### config.mk
export PLATFORM = sky130hd
export DESIGN_NAME = first_fit_chunk_run_allocator_core
export DESIGN_NICKNAME = d
export VERILOG_FILES = /design/src/hdl/ffcra_pkg.sv /design/src/hdl/ffcra_chunk_mem.sv /design/src/hdl/ffcra_ctrl.sv /design/src/hdl/first_fit_chunk_run_allocator_core.sv
export SDC_FILE = /design/constraint.sdc
export NUM_CORES = 1
export LEC_CHECK = 0
export BUFFER_PORTS_ARGS = -buffer_cell sky130_fd_sc_hd__buf_2
export CORE_MARGIN = 2
export CORE_UTILIZATION = 34
export CTS_CLUSTER_DIAMETER = 40
export CTS_CLUSTER_SIZE = 10
export DETAILED_ROUTE_END_ITERATION = 10
export GPL_TIMING_DRIVEN = 0
export PLACE_DENSITY_LB_ADDON = 0.2
export SLEW_MARGIN = 20
export SYNTH_ARGS = -nofsm -noshare
export SYNTH_HDL_FRONTEND = slang
export SYNTH_HIERARCHICAL = 1
export SYNTH_SLANG_ARGS = --single-unit
### constraint.sdc
create_clock -name clk -period 6.89 [get_ports clk]
set_input_delay 1.0335 -clock clk [delete_from_list [all_inputs] [get_ports clk]]
set_output_delay 1.0335 -clock clk [all_outputs]
set_load 0.005 [all_outputs]
### src/hdl/ffcra_pkg.sv
// ---------------------------------------------------------------------------
// ffcra_pkg
// Shared types and constants for the first-fit chunk run allocator.
// ---------------------------------------------------------------------------
package ffcra_pkg;

  localparam int unsigned MAX_CHUNKS = 64;
  localparam int unsigned ADDR_W     = $clog2(MAX_CHUNKS);
  localparam int unsigned CNT_W      = $clog2(MAX_CHUNKS + 1);
  localparam int unsigned SIZE_W     = 13;
  localparam int unsigned LEN_W      = 7;
  localparam int unsigned CFG_W      = 7;
  localparam logic [CFG_W-1:0] ACTIVE_RESET = CFG_W'(64);

  typedef enum logic {
    CMD_ALLOC = 1'b0,
    CMD_FREE  = 1'b1
  } cmd_t;

  typedef enum logic [1:0] {
    STAT_DONE     = 2'd0,
    STAT_NO_ROOM  = 2'd1,
    STAT_NOT_HEAD = 2'd2
  } status_t;

  typedef struct packed {
    cmd_t              cmd;
    logic [SIZE_W-1:0] size_bytes;
    logic [ADDR_W-1:0] head_index;
  } req_t;

  typedef struct packed {
    status_t           status;
    logic [ADDR_W-1:0] chunk_index;
    logic [LEN_W-1:0]  run_length;
  } rsp_t;

  // one chunk table entry: used flag plus run length (nonzero at run heads)
  typedef struct packed {
    logic             used;
    logic [LEN_W-1:0] len;
  } chunk_entry_t;

  typedef struct packed {
    logic              we;
    logic [ADDR_W-1:0] waddr;
    chunk_entry_t      wdata;
    logic [ADDR_W-1:0] raddr;
  } mem_req_t;

  typedef enum logic [2:0] {
    ST_CLEAR,
    ST_IDLE,
    ST_SCAN,
    ST_MARK,
    ST_FREE_CHK,
    ST_RELEASE
  } state_t;

endpackage

### src/hdl/ffcra_chunk_mem.sv
// ---------------------------------------------------------------------------
// ffcra_chunk_mem
// Chunk table: one write port, one read port, registered read data.
// ---------------------------------------------------------------------------
module ffcra_chunk_mem
  import ffcra_pkg::*;
(
  input  logic         clk,
  input  mem_req_t     req,
  output chunk_entry_t rdata
);

  chunk_entry_t mem [MAX_CHUNKS];

  always_ff @(posedge clk) begin
    if (req.we) begin
      mem[req.waddr] <= req.wdata;
    end
  end

  // read-before-write on a same-address collision
  always_ff @(posedge clk) begin
    rdata <= mem[req.raddr];
  end

endmodule

### src/hdl/ffcra_ctrl.sv
// ---------------------------------------------------------------------------
// ffcra_ctrl
// Sequencer: table clearing, first-fit scan, run marking and run release.
// ---------------------------------------------------------------------------
module ffcra_ctrl
  import ffcra_pkg::*;
#(
  parameter int unsigned CHUNK_BYTES = 100
) (
  input  logic             clk,
  input  logic             rst,
  input  logic             start,
  input  req_t             req,
  input  logic [CNT_W-1:0] limit,
  output logic             busy,
  output mem_req_t         mem_req,
  input  chunk_entry_t     mem_rdata,
  output logic             done,
  output rsp_t             rsp
);

  localparam int unsigned CB_W  = $clog2(CHUNK_BYTES + 1);
  localparam int unsigned ACC_W = CB_W + CNT_W + 1;
  localparam int unsigned CMP_W = (ACC_W > SIZE_W) ? ACC_W : SIZE_W;
  localparam logic [ADDR_W-1:0] LAST_ADDR = ADDR_W'(MAX_CHUNKS - 1);

  state_t            state, state_next;
  logic [ADDR_W-1:0] idx, idx_next;
  logic [ADDR_W-1:0] end_idx, end_idx_next;
  logic [ADDR_W-1:0] head, head_next;
  logic [ADDR_W-1:0] chk_idx;
  logic [CNT_W-1:0]  issue, issue_next;
  logic [CNT_W-1:0]  run, run_next;
  logic [LEN_W-1:0]  len, len_next;
  logic [ACC_W-1:0]  acc, acc_next;
  logic [SIZE_W-1:0] size, size_next;
  logic              chk_v, chk_v_next;
  logic              done_next;
  rsp_t              rsp_next;
  logic              scan_rd;
  logic [ACC_W-1:0]  acc_sum;
  logic              fit;

  // bytes covered by the current free run once this chunk joins it
  assign acc_sum = acc + ACC_W'(CHUNK_BYTES);
  assign fit     = CMP_W'(acc_sum) >= CMP_W'(size);
  assign scan_rd = issue < limit;
  assign busy    = state != ST_IDLE;

  always_ff @(posedge clk) begin
    if (rst) begin
      state <= ST_CLEAR;
      idx   <= '0;
      chk_v <= 1'b0;
      done  <= 1'b0;
    end else begin
      state <= state_next;
      idx   <= idx_next;
      chk_v <= chk_v_next;
      done  <= done_next;
    end
  end

  always_ff @(posedge clk) begin
    end_idx <= end_idx_next;
    head    <= head_next;
    chk_idx <= issue[ADDR_W-1:0];
    issue   <= issue_next;
    run     <= run_next;
    len     <= len_next;
    acc     <= acc_next;
    size    <= size_next;
    rsp     <= rsp_next;
  end

  always_comb begin
    state_next    = state;
    idx_next      = idx;
    end_idx_next  = end_idx;
    head_next     = head;
    issue_next    = issue;
    run_next      = run;
    len_next      = len;
    acc_next      = acc;
    size_next     = size;
    chk_v_next    = 1'b0;
    done_next     = 1'b0;
    rsp_next      = rsp;
    mem_req.we    = 1'b0;
    mem_req.waddr = idx;
    mem_req.wdata = '0;
    mem_req.raddr = issue[ADDR_W-1:0];

    unique case (state)
      ST_CLEAR: begin
        mem_req.we = 1'b1;
        if (idx == LAST_ADDR) begin
          state_next = ST_IDLE;
        end else begin
          idx_next = idx + ADDR_W'(1);
        end
      end

      ST_IDLE: begin
        // head entry is fetched speculatively for a free
        mem_req.raddr = req.head_index;
        if (start) begin
          head_next = req.head_index;
          size_next = req.size_bytes;
          if (req.cmd == CMD_FREE) begin
            state_next = ST_FREE_CHK;
          end else if (limit == '0) begin
            done_next = 1'b1;
            rsp_next  = '{status: STAT_NO_ROOM, chunk_index: '0, run_length: '0};
          end else begin
            state_next = ST_SCAN;
            issue_next = '0;
            run_next   = '0;
            acc_next   = '0;
          end
        end
      end

      ST_SCAN: begin
        // reads issue back to back; each entry is checked in the cycle after its read issues
        issue_next = scan_rd ? issue + CNT_W'(1) : issue;
        chk_v_next = scan_rd;
        if (chk_v) begin
          if (mem_rdata.used) begin
            run_next = '0;
            acc_next = '0;
          end else begin
            run_next = run + CNT_W'(1);
            acc_next = acc_sum;
          end
          if (!mem_rdata.used && fit) begin
            head_next    = chk_idx - run[ADDR_W-1:0];
            idx_next     = chk_idx - run[ADDR_W-1:0];
            len_next     = LEN_W'(run + CNT_W'(1));
            end_idx_next = chk_idx;
            chk_v_next   = 1'b0;
            state_next   = ST_MARK;
          end else if (CNT_W'(chk_idx) == limit - CNT_W'(1)) begin
            chk_v_next = 1'b0;
            done_next  = 1'b1;
            rsp_next   = '{status: STAT_NO_ROOM, chunk_index: '0, run_length: '0};
            state_next = ST_IDLE;
          end
        end
      end

      ST_MARK: begin
        mem_req.we         = 1'b1;
        mem_req.wdata.used = 1'b1;
        mem_req.wdata.len  = (idx == head) ? len : '0;
        if (idx == end_idx) begin
          done_next  = 1'b1;
          rsp_next   = '{status: STAT_DONE, chunk_index: head, run_length: len};
          state_next = ST_IDLE;
        end else begin
          idx_next = idx + ADDR_W'(1);
        end
      end

      ST_FREE_CHK: begin
        if (!mem_rdata.used || mem_rdata.len == '0) begin
          done_next  = 1'b1;
          rsp_next   = '{status: STAT_NOT_HEAD, chunk_index: head, run_length: '0};
          state_next = ST_IDLE;
        end else begin
          len_next   = mem_rdata.len;
          idx_next   = head;
          run_next   = '0;
          state_next = ST_RELEASE;
        end
      end

      ST_RELEASE: begin
        mem_req.we = 1'b1;
        run_next   = run + CNT_W'(1);
        if (LEN_W'(run + CNT_W'(1)) == len || idx == LAST_ADDR) begin
          done_next  = 1'b1;
          rsp_next   = '{status: STAT_DONE, chunk_index: head, run_length: len};
          state_next = ST_IDLE;
        end else begin
          idx_next = idx + ADDR_W'(1);
        end
      end

      default: begin
        state_next = ST_IDLE;
      end
    endcase
  end

  a_done_idle: assert property (@(posedge clk) disable iff (rst)
    done |-> state == ST_IDLE)
    else $error("result strobe outside idle");

  a_scan_no_write: assert property (@(posedge clk) disable iff (rst)
    state == ST_SCAN |-> !mem_req.we)
    else $error("table write during scan");

  a_no_room_zero: assert property (@(posedge clk) disable iff (rst)
    done && rsp.status == STAT_NO_ROOM |-> rsp.chunk_index == '0 && rsp.run_length == '0)
    else $error("no-room result carries a run");

  a_done_len: assert property (@(posedge clk) disable iff (rst)
    done && rsp.status == STAT_DONE |-> rsp.run_length != '0)
    else $error("completed request with empty run");

  a_mark_in_pool: assert property (@(posedge clk) disable iff (rst)
    state == ST_MARK |-> CNT_W'(idx) < limit && CNT_W'(end_idx) < limit)
    else $error("run marked outside active pool");

endmodule

### src/hdl/first_fit_chunk_run_allocator_core.sv
// ---------------------------------------------------------------------------
// first_fit_chunk_run_allocator_core
// First-fit allocator of contiguous chunk runs over a 64-entry chunk table.
// ---------------------------------------------------------------------------
// After reset the chunk table is cleared entry by entry with busy high;
// active_chunks writes are taken during that time. A request is taken when
// start is high and busy low. An allocate scans the table one entry per cycle
// through its single read port, from chunk 0 up to the first fitting run,
// then writes one entry per cycle to mark the run; with no room it answers
// after the whole active area is read, or at once when active_chunks is
// zero. A free reads the head entry and, if it is a run head, writes one
// entry per released chunk. The result shows on rsp for one cycle with done
// high and cannot be held off; busy is low in that same cycle.
module first_fit_chunk_run_allocator_core
  import ffcra_pkg::*;
#(
  parameter int unsigned CHUNK_BYTES = 100
) (
  input  logic             clk,
  input  logic             rst,
  input  logic             start,
  output logic             busy,
  input  req_t             req,
  input  logic             cfg_we,
  input  logic [CFG_W-1:0] cfg_wdata,
  output logic             done,
  output rsp_t             rsp
);

  logic [CFG_W-1:0] active_chunks;
  logic [CNT_W-1:0] limit;
  mem_req_t         mem_req;
  chunk_entry_t     mem_rdata;

  always_ff @(posedge clk) begin
    if (rst) begin
      active_chunks <= ACTIVE_RESET;
    end else if (cfg_we) begin
      active_chunks <= cfg_wdata;
    end
  end

  // counts above the table size act as the full table
  assign limit = (CNT_W'(active_chunks) > CNT_W'(MAX_CHUNKS)) ?
                 CNT_W'(MAX_CHUNKS) : CNT_W'(active_chunks);

  ffcra_chunk_mem u_mem (
    .clk   (clk),
    .req   (mem_req),
    .rdata (mem_rdata)
  );

  ffcra_ctrl #(
    .CHUNK_BYTES (CHUNK_BYTES)
  ) u_ctrl (
    .clk       (clk),
    .rst       (rst),
    .start     (start),
    .req       (req),
    .limit     (limit),
    .busy      (busy),
    .mem_req   (mem_req),
    .mem_rdata (mem_rdata),
    .done      (done),
    .rsp       (rsp)
  );

endmodule
# Word-level counts from Yosys, hierarchy flattened
# Memories as Yosys holds them, arrays and structs flattened. A register that Yosys moved wholly into a read port is not among the register bits.
# Cells that the tools add are included.
[totals]
ff_bits = 100
ram_bits = 512
inputBits = 31
out_inout_bits = 17
wordCells = 150
n_memories = 1
[mem_list]
columns = ["name", "depth", "word_bits", "rd", "rd_clocked_by_memory_dff", "write_ports", "line", "rtl"]
rows = [
  ["u_mem.mem", 64, 8, 1, 1, 1, "ffcra_chunk_mem.sv:13", "chunk_entry_t mem [MAX_CHUNKS];"],
]
[classes]
add_sub_neg = 6
order_cmp = 3
n_eq_ne = 30
n_mux = 69
bitwise_logic = 1
n_reduce_logical = 24
[ops]
columns = ["cell", "n"]
rows = [
  ["2-to-1 mux 15 bit", 14],
  ["2-to-1 mux 7 bit", 12],
  ["one-hot mux 15 bit (5 select lines)", 1],
  ["2-to-1 mux 6 bit", 8],
  ["2-to-1 mux 3 bit", 10],
  ["one-hot mux 15 bit (2 select lines)", 1],
  ["one-hot mux 6 bit (5 select lines)", 1],
  ["one-hot mux 7 bit (2 select lines)", 2],
  ["one-hot mux 7 bit (4 select lines)", 1],
  ["!= test 2 x 1 -> 1 bit (second input constant)", 9],
  ["one-hot mux 3 bit (6 select lines)", 1],
  ["!= test 2 bit (second input constant)", 8],
  ["adder 15 x 7 -> 15 bit (second input constant)", 1],
  [">= comparator 15 x 13 -> 1 bit", 1],
  ["2-to-1 mux 1 bit", 15],
  ["adder 7 x 1 -> 7 bit (second input constant)", 2],
  ["logical NOT 7 bit", 2],
  ["AND reduction 7 bit", 2],
  ["equality test 6 bit", 2],
  ["one-hot mux 6 bit (2 select lines)", 1],
  ["AND reduction 10 bit", 1],
  ["AND reduction 5 bit", 2],
  ["nonzero test 5 bit", 2],
  ["2-to-1 mux 8 bit", 1],
  ["other kinds (27)", 33],
]

# Depth between registers and ports, before layout
[depth]
word_depth = 8
ltp_mapped = 15
mapped_depth_nobuf = 13

# By module
# Netlist, hierarchy kept.
[by_module_without_submodules]
columns = ["mod", "instances", "cells_per_inst", "area_per_inst_um2", "seq_area_each_um2"]
rows = [
  ["ffcra_chunk_mem", 1, 967, 20238.2, 15534.9],
  ["ffcra_ctrl", 1, 518, 5427.7, 2622.5],
  ["first_fit_chunk_run_allocator_core", 1, 29, 300.3, 140.1],
]

# Worst setup path after synthesis
# No wires, ideal clock.
[synth_timing]
path_type = "register to register"
start = "register u_ctrl.acc[2]"
end = "register, netlist name u_ctrl/rsp[0]"
setup_time_ps = 372
t_arrival_ps = 3080
t_required_ps = 6518
setup_slack_ps = 3438
stages_incl_launch_ff = 14
n_path_buf = 0
synth_period_minus_slack_ps = 3452
cell_sequence = "edfxtp_1 > ha_1 > a211oi_1 > nor2_1 > nand2_1 > xnor2_1 > ha_1 > a2111oi_0 > o21ai_0 > a211oi_1 > o22ai_1 > nand2_1 > nand2_1 > and3b_1"
[synth_via]
elab_chain_len = 5
[synth_rtl]
columns = ["item", "line", "rtl"]
rows = [
  ["from (decl)", "ffcra_ctrl.sv:35", "logic [ACC_W-1:0] acc, acc_next;"],
  ["from (signal assigned)", "ffcra_ctrl.sv:71", "acc <= acc_next;"],
  ["adder 15 x 7 -> 15 bit", "ffcra_ctrl.sv:45", "assign acc_sum = acc + ACC_W'(CHUNK_BYTES);"],
  ["named net u_ctrl.acc_sum[12]", "ffcra_ctrl.sv:41", "logic [ACC_W-1:0] acc_sum;"],
  [">= comparator 15 x 13 -> 1 bit", "ffcra_ctrl.sv:46", "assign fit = CMP_W'(acc_sum) >= CMP_W'(size);"],
  ["logical AND 1 bit", "ffcra_ctrl.sv:136", "if (!mem_rdata.used && fit) begin"],
  ["!= test 2 bit (no line)", "-", ""],
  ["AND reduction 10 bit (no line)", "-", ""],
]
# The timed path passes the listed nets, and every way through them passes these cells.
# A chain may end at the register's enable or synchronous reset.

==> impl_metrics.csv <==
group,metric,value,unit
finish,antennaDiodeCount,0,
detailed_routing,ant_nets,0,
sta,finalSetupViolCount,0,
clocking,clockBufferDepth,3,
flow_run,maxCapViolations,0,
clocking,cts_root_buf,"clkbuf_16",
floorplan,die_y,280,um
detailed_routing,via_per_inst,5.32,
detailed_routing,drtIter0Drc,1475,
grt,grt_pass1_wl,98.8,mm
sta,timing.final.crit_share,67.6,%
clocking,cts_tree,"done",
sta,relSlewSlack,31.1,%
grt,grt_antenna_before_repair,1,
finish,final_cell_mix,"edfxtp_1 (588), nor2_1 (120), mux4_2 (119)",
clocking,path_clk_slew,0.05,ns
sta,skew,0.0246,ns
critical_path,path_cells,"buf_2 -> clkinv_1 -> nand2_1 -> nor2_1 -> buf_1 -> mux2_2 -> buf_2 -> clkbuf_1 -> clkbuf_1 -> nand3_1 -> a31oi_1 -> a21oi_1 -> o22ai_1",
floorplan,dieArea,78600,sq um
critical_path,slowest_stage,"clkbuf_1",
grt,grt.met3_usage,3.13,%
synth,seq_area_frac_synth,70.5,%
power_and_ir_drop,p_leak,9.44,nW
sta,fmax,0.215,GHz
grt,use_met1,23.6,%
floorplan,start_util,34.2,%
finish,drive_gt1_share,24.0,%
finish,final_common_cell,"edfxtp_1",
clocking,h-tree-depth,3,
detailed_routing,drc_errors,0,
critical_path,cp.arrival,5.17,ns
clocking,post_cts_resized,0,
sta,slew_viol_final,0,
floorplan,die_x,280,um
clocking,cts.sinks,620,
critical_path,crit_type,"reg -> reg",
synth,synth_edf_count,588,
sta,worstMarginPinSlew,1.03,ns
worst_hold_path,hp-class,"reg -> reg",
floorplan,io_pins,48,
sta,final.setup.tns,0,ns
floorplan,num_rows,101,
grt,grt_usage,17.3,%
clocking,post-cts-setup-buffers,0,
placed_design,portBuffers,46,
synth,yosysTopAreaCell,"edfxtp_1",
synth,syn_area,26000,sq um
power_and_ir_drop,p_per_area,398,nW/um^2
detailed_routing,vias,14581,
placed_design,routabilityCongestion,0.890,
synth,synth.avg_cell_area,17.2,sq um
detailed_routing,wl_per_cell,24.6,um
clocking,clock_latency,0.65,ns
sta,hold_slack,0.477,ns
critical_path,slowest_delay,0.74,ns
finish,final_util,40.8,%
detailed_routing,routed_wl,67.4,mm
critical_path,cp-start-kind,"register",
synth,async_reset_ff_share,0,%
synth,ys_types,75,
synth,synth_seq_cells,620,
grt,busiest_layer,"met2",
grt,grt_max_degree,65,
synth,yosysTopAreaCellShare,68.0,%
synth,synth_area_leaders,"edfxtp_1 (68%), mux4_2 (10%), dfxtp_1 (2.5%)",
synth,synthFlopType,"edfxtp_1",
synth,ys_warn_count,6,
detailed_routing,dr.pass1.iters,6,
sta,rsz0062_at_grt,"no",
grt,grt_pass1_vias,14830,
finish,nets,1737,
finish,syn2layout_area_growth,19.3,%
sta,finalHoldViolCount,0,
outcome,status,"finished clean",
critical_path,required,7.41,ns
critical_path,cp_max_fo,10,
clocking,cts_hold_buf,0,
grt,grt_overflow_total,0,
floorplan,core_area,75800,sq um
power_and_ir_drop,vdd_drop_max,0.000194,V
critical_path,end_kind,"register",
synth,syn_nets,1576,
synth,synth_cells,1514,
placed_design,dpl.hpwl,45.5,mm
clocking,cts_made_buffers,103,
grt,grt_util_met2,27.4,%
sta,period_needed,4.66,ns
## cell families after synthesis
family	after synthesis	share of synthesized area (%)
muxes	167	12.2
xor gates and xnor gates	53	1.95
DFF	620	70.5
adders and majority gates	31	1.52
and+or+nand+nor	358	6.89
buffers and inverters	114	2.35
AOI/OAI and AO/OA	171	4.60
## sequential cells by signal, summed over array words and instances, names as in the netlist
register	cells
u_ctrl/acc	15
u_ctrl/run	7
u_ctrl/chk_v	1
u_ctrl/rsp	15
u_ctrl/idx	6
u_mem/mem	512
u_ctrl/end_idx	6
active_chunks	7
u_ctrl/len	7
u_ctrl/chk_idx	6
u_ctrl/state	3
u_ctrl/size	13
u_ctrl/issue	7
u_ctrl/done	1
u_ctrl/head	6
u_mem/rdata	8
## routing by layer
| layer | routed length, um | vias up |
|---|---|---|
| met4 | 2320 | 0 |
| met5 | 0 | - |
| li1 | - | 6364 |
| met3 | 4510 | 139 |
| met1 | 29000 | 7519 |
| met2 | 31500 | 559 |
## Yosys cell counts (4+ instances only)
cell       count
a2111oi_0      4
a211oi_1       8
a21o_1         5
a21oi_1       34
a221o_1        4
a22oi_1       18
a31oi_1       13
and2_1        24
and2b_1        6
and3_1        11
buf_1          5
buf_2         12
buf_4          4
buf_6         11
clkbuf_1      35
dfxtp_1       32
edfxtp_1     588
ha_1          30
inv_1         40
mux2_2        12
mux2i_1       36
mux4_2       119
nand2_1       60
nand2b_1      14
nand3_1       33
nand3b_1       4
nand4_1       11
nor2_1       120
nor2b_1       20
nor3_1        23
nor3b_1        4
o21a_1         6
o21ai_0       19
o221ai_1       6
o22ai_1       20
or2_2          4
or3_1          5
xnor2_1       35
xor2_1        15
## cell type report
cell class / count / area (sq um)
Multi-Input combinational cell: 780 / 7130
Fill cell: 6877 / 44900
Tap cell: 978 / 1220
Inverter: 42 / 158
Sequential cell: 620 / 18300
Clock buffer: 113 / 2640
Timing Repair Buffer: 56 / 362
Buffer: 72 / 455
Clock inverter: 78 / 698
## through the flow
step	instance area [sq um]	instances	power, mW	setup WS [ns]
2_1_floorplan	26000	1514	6.46	3.44
3_3_place_gp	27400	2538	7.48	2.13
3_5_place_dp	27600	2548	7.52	2.35
4_1_cts	31000	2739	12.4	2.35
5_1_grt	31000	2739	12.8	2.18
6_report	31000	2739	12.3	2.23
## worst max-delay path, delay by kind of cell (launching register included)
kind,cells,cell delay (ns)
buf+inv,6,2.36
compound gates,3,0.93
flops,1,0.30
mux,1,0.38
simple gates,3,0.57
## path summary, 6_finish.rpt
| check | end | slack (ns) | cells past startpoint | start |
|---|---|---|---|---|
| worst max-delay path | u_mem/rdata[4] | 2.23 | 13 | u_ctrl/state[1] |
| worst min-delay path | u_ctrl/chk_idx[1] | 0.48 | 0 | u_ctrl/issue[1] |
| worst max register to register | u_mem/rdata[4] | 2.23 | 13 | u_ctrl/state[1] |
| worst min register to register | u_ctrl/chk_idx[1] | 0.48 | 0 | u_ctrl/issue[1] |
## report_power, final
group / internal (mW) / leakage, nW / total (mW) / switching [mW]
sequential: 4.43 / 4.89 / 4.56 / 0.135
combinational: 1.05 / 2.97 / 2.91 / 1.86
clock: 3.04 / 1.58 / 4.86 / 1.82
No activity file was read; power rests on OpenSTA's default activity.
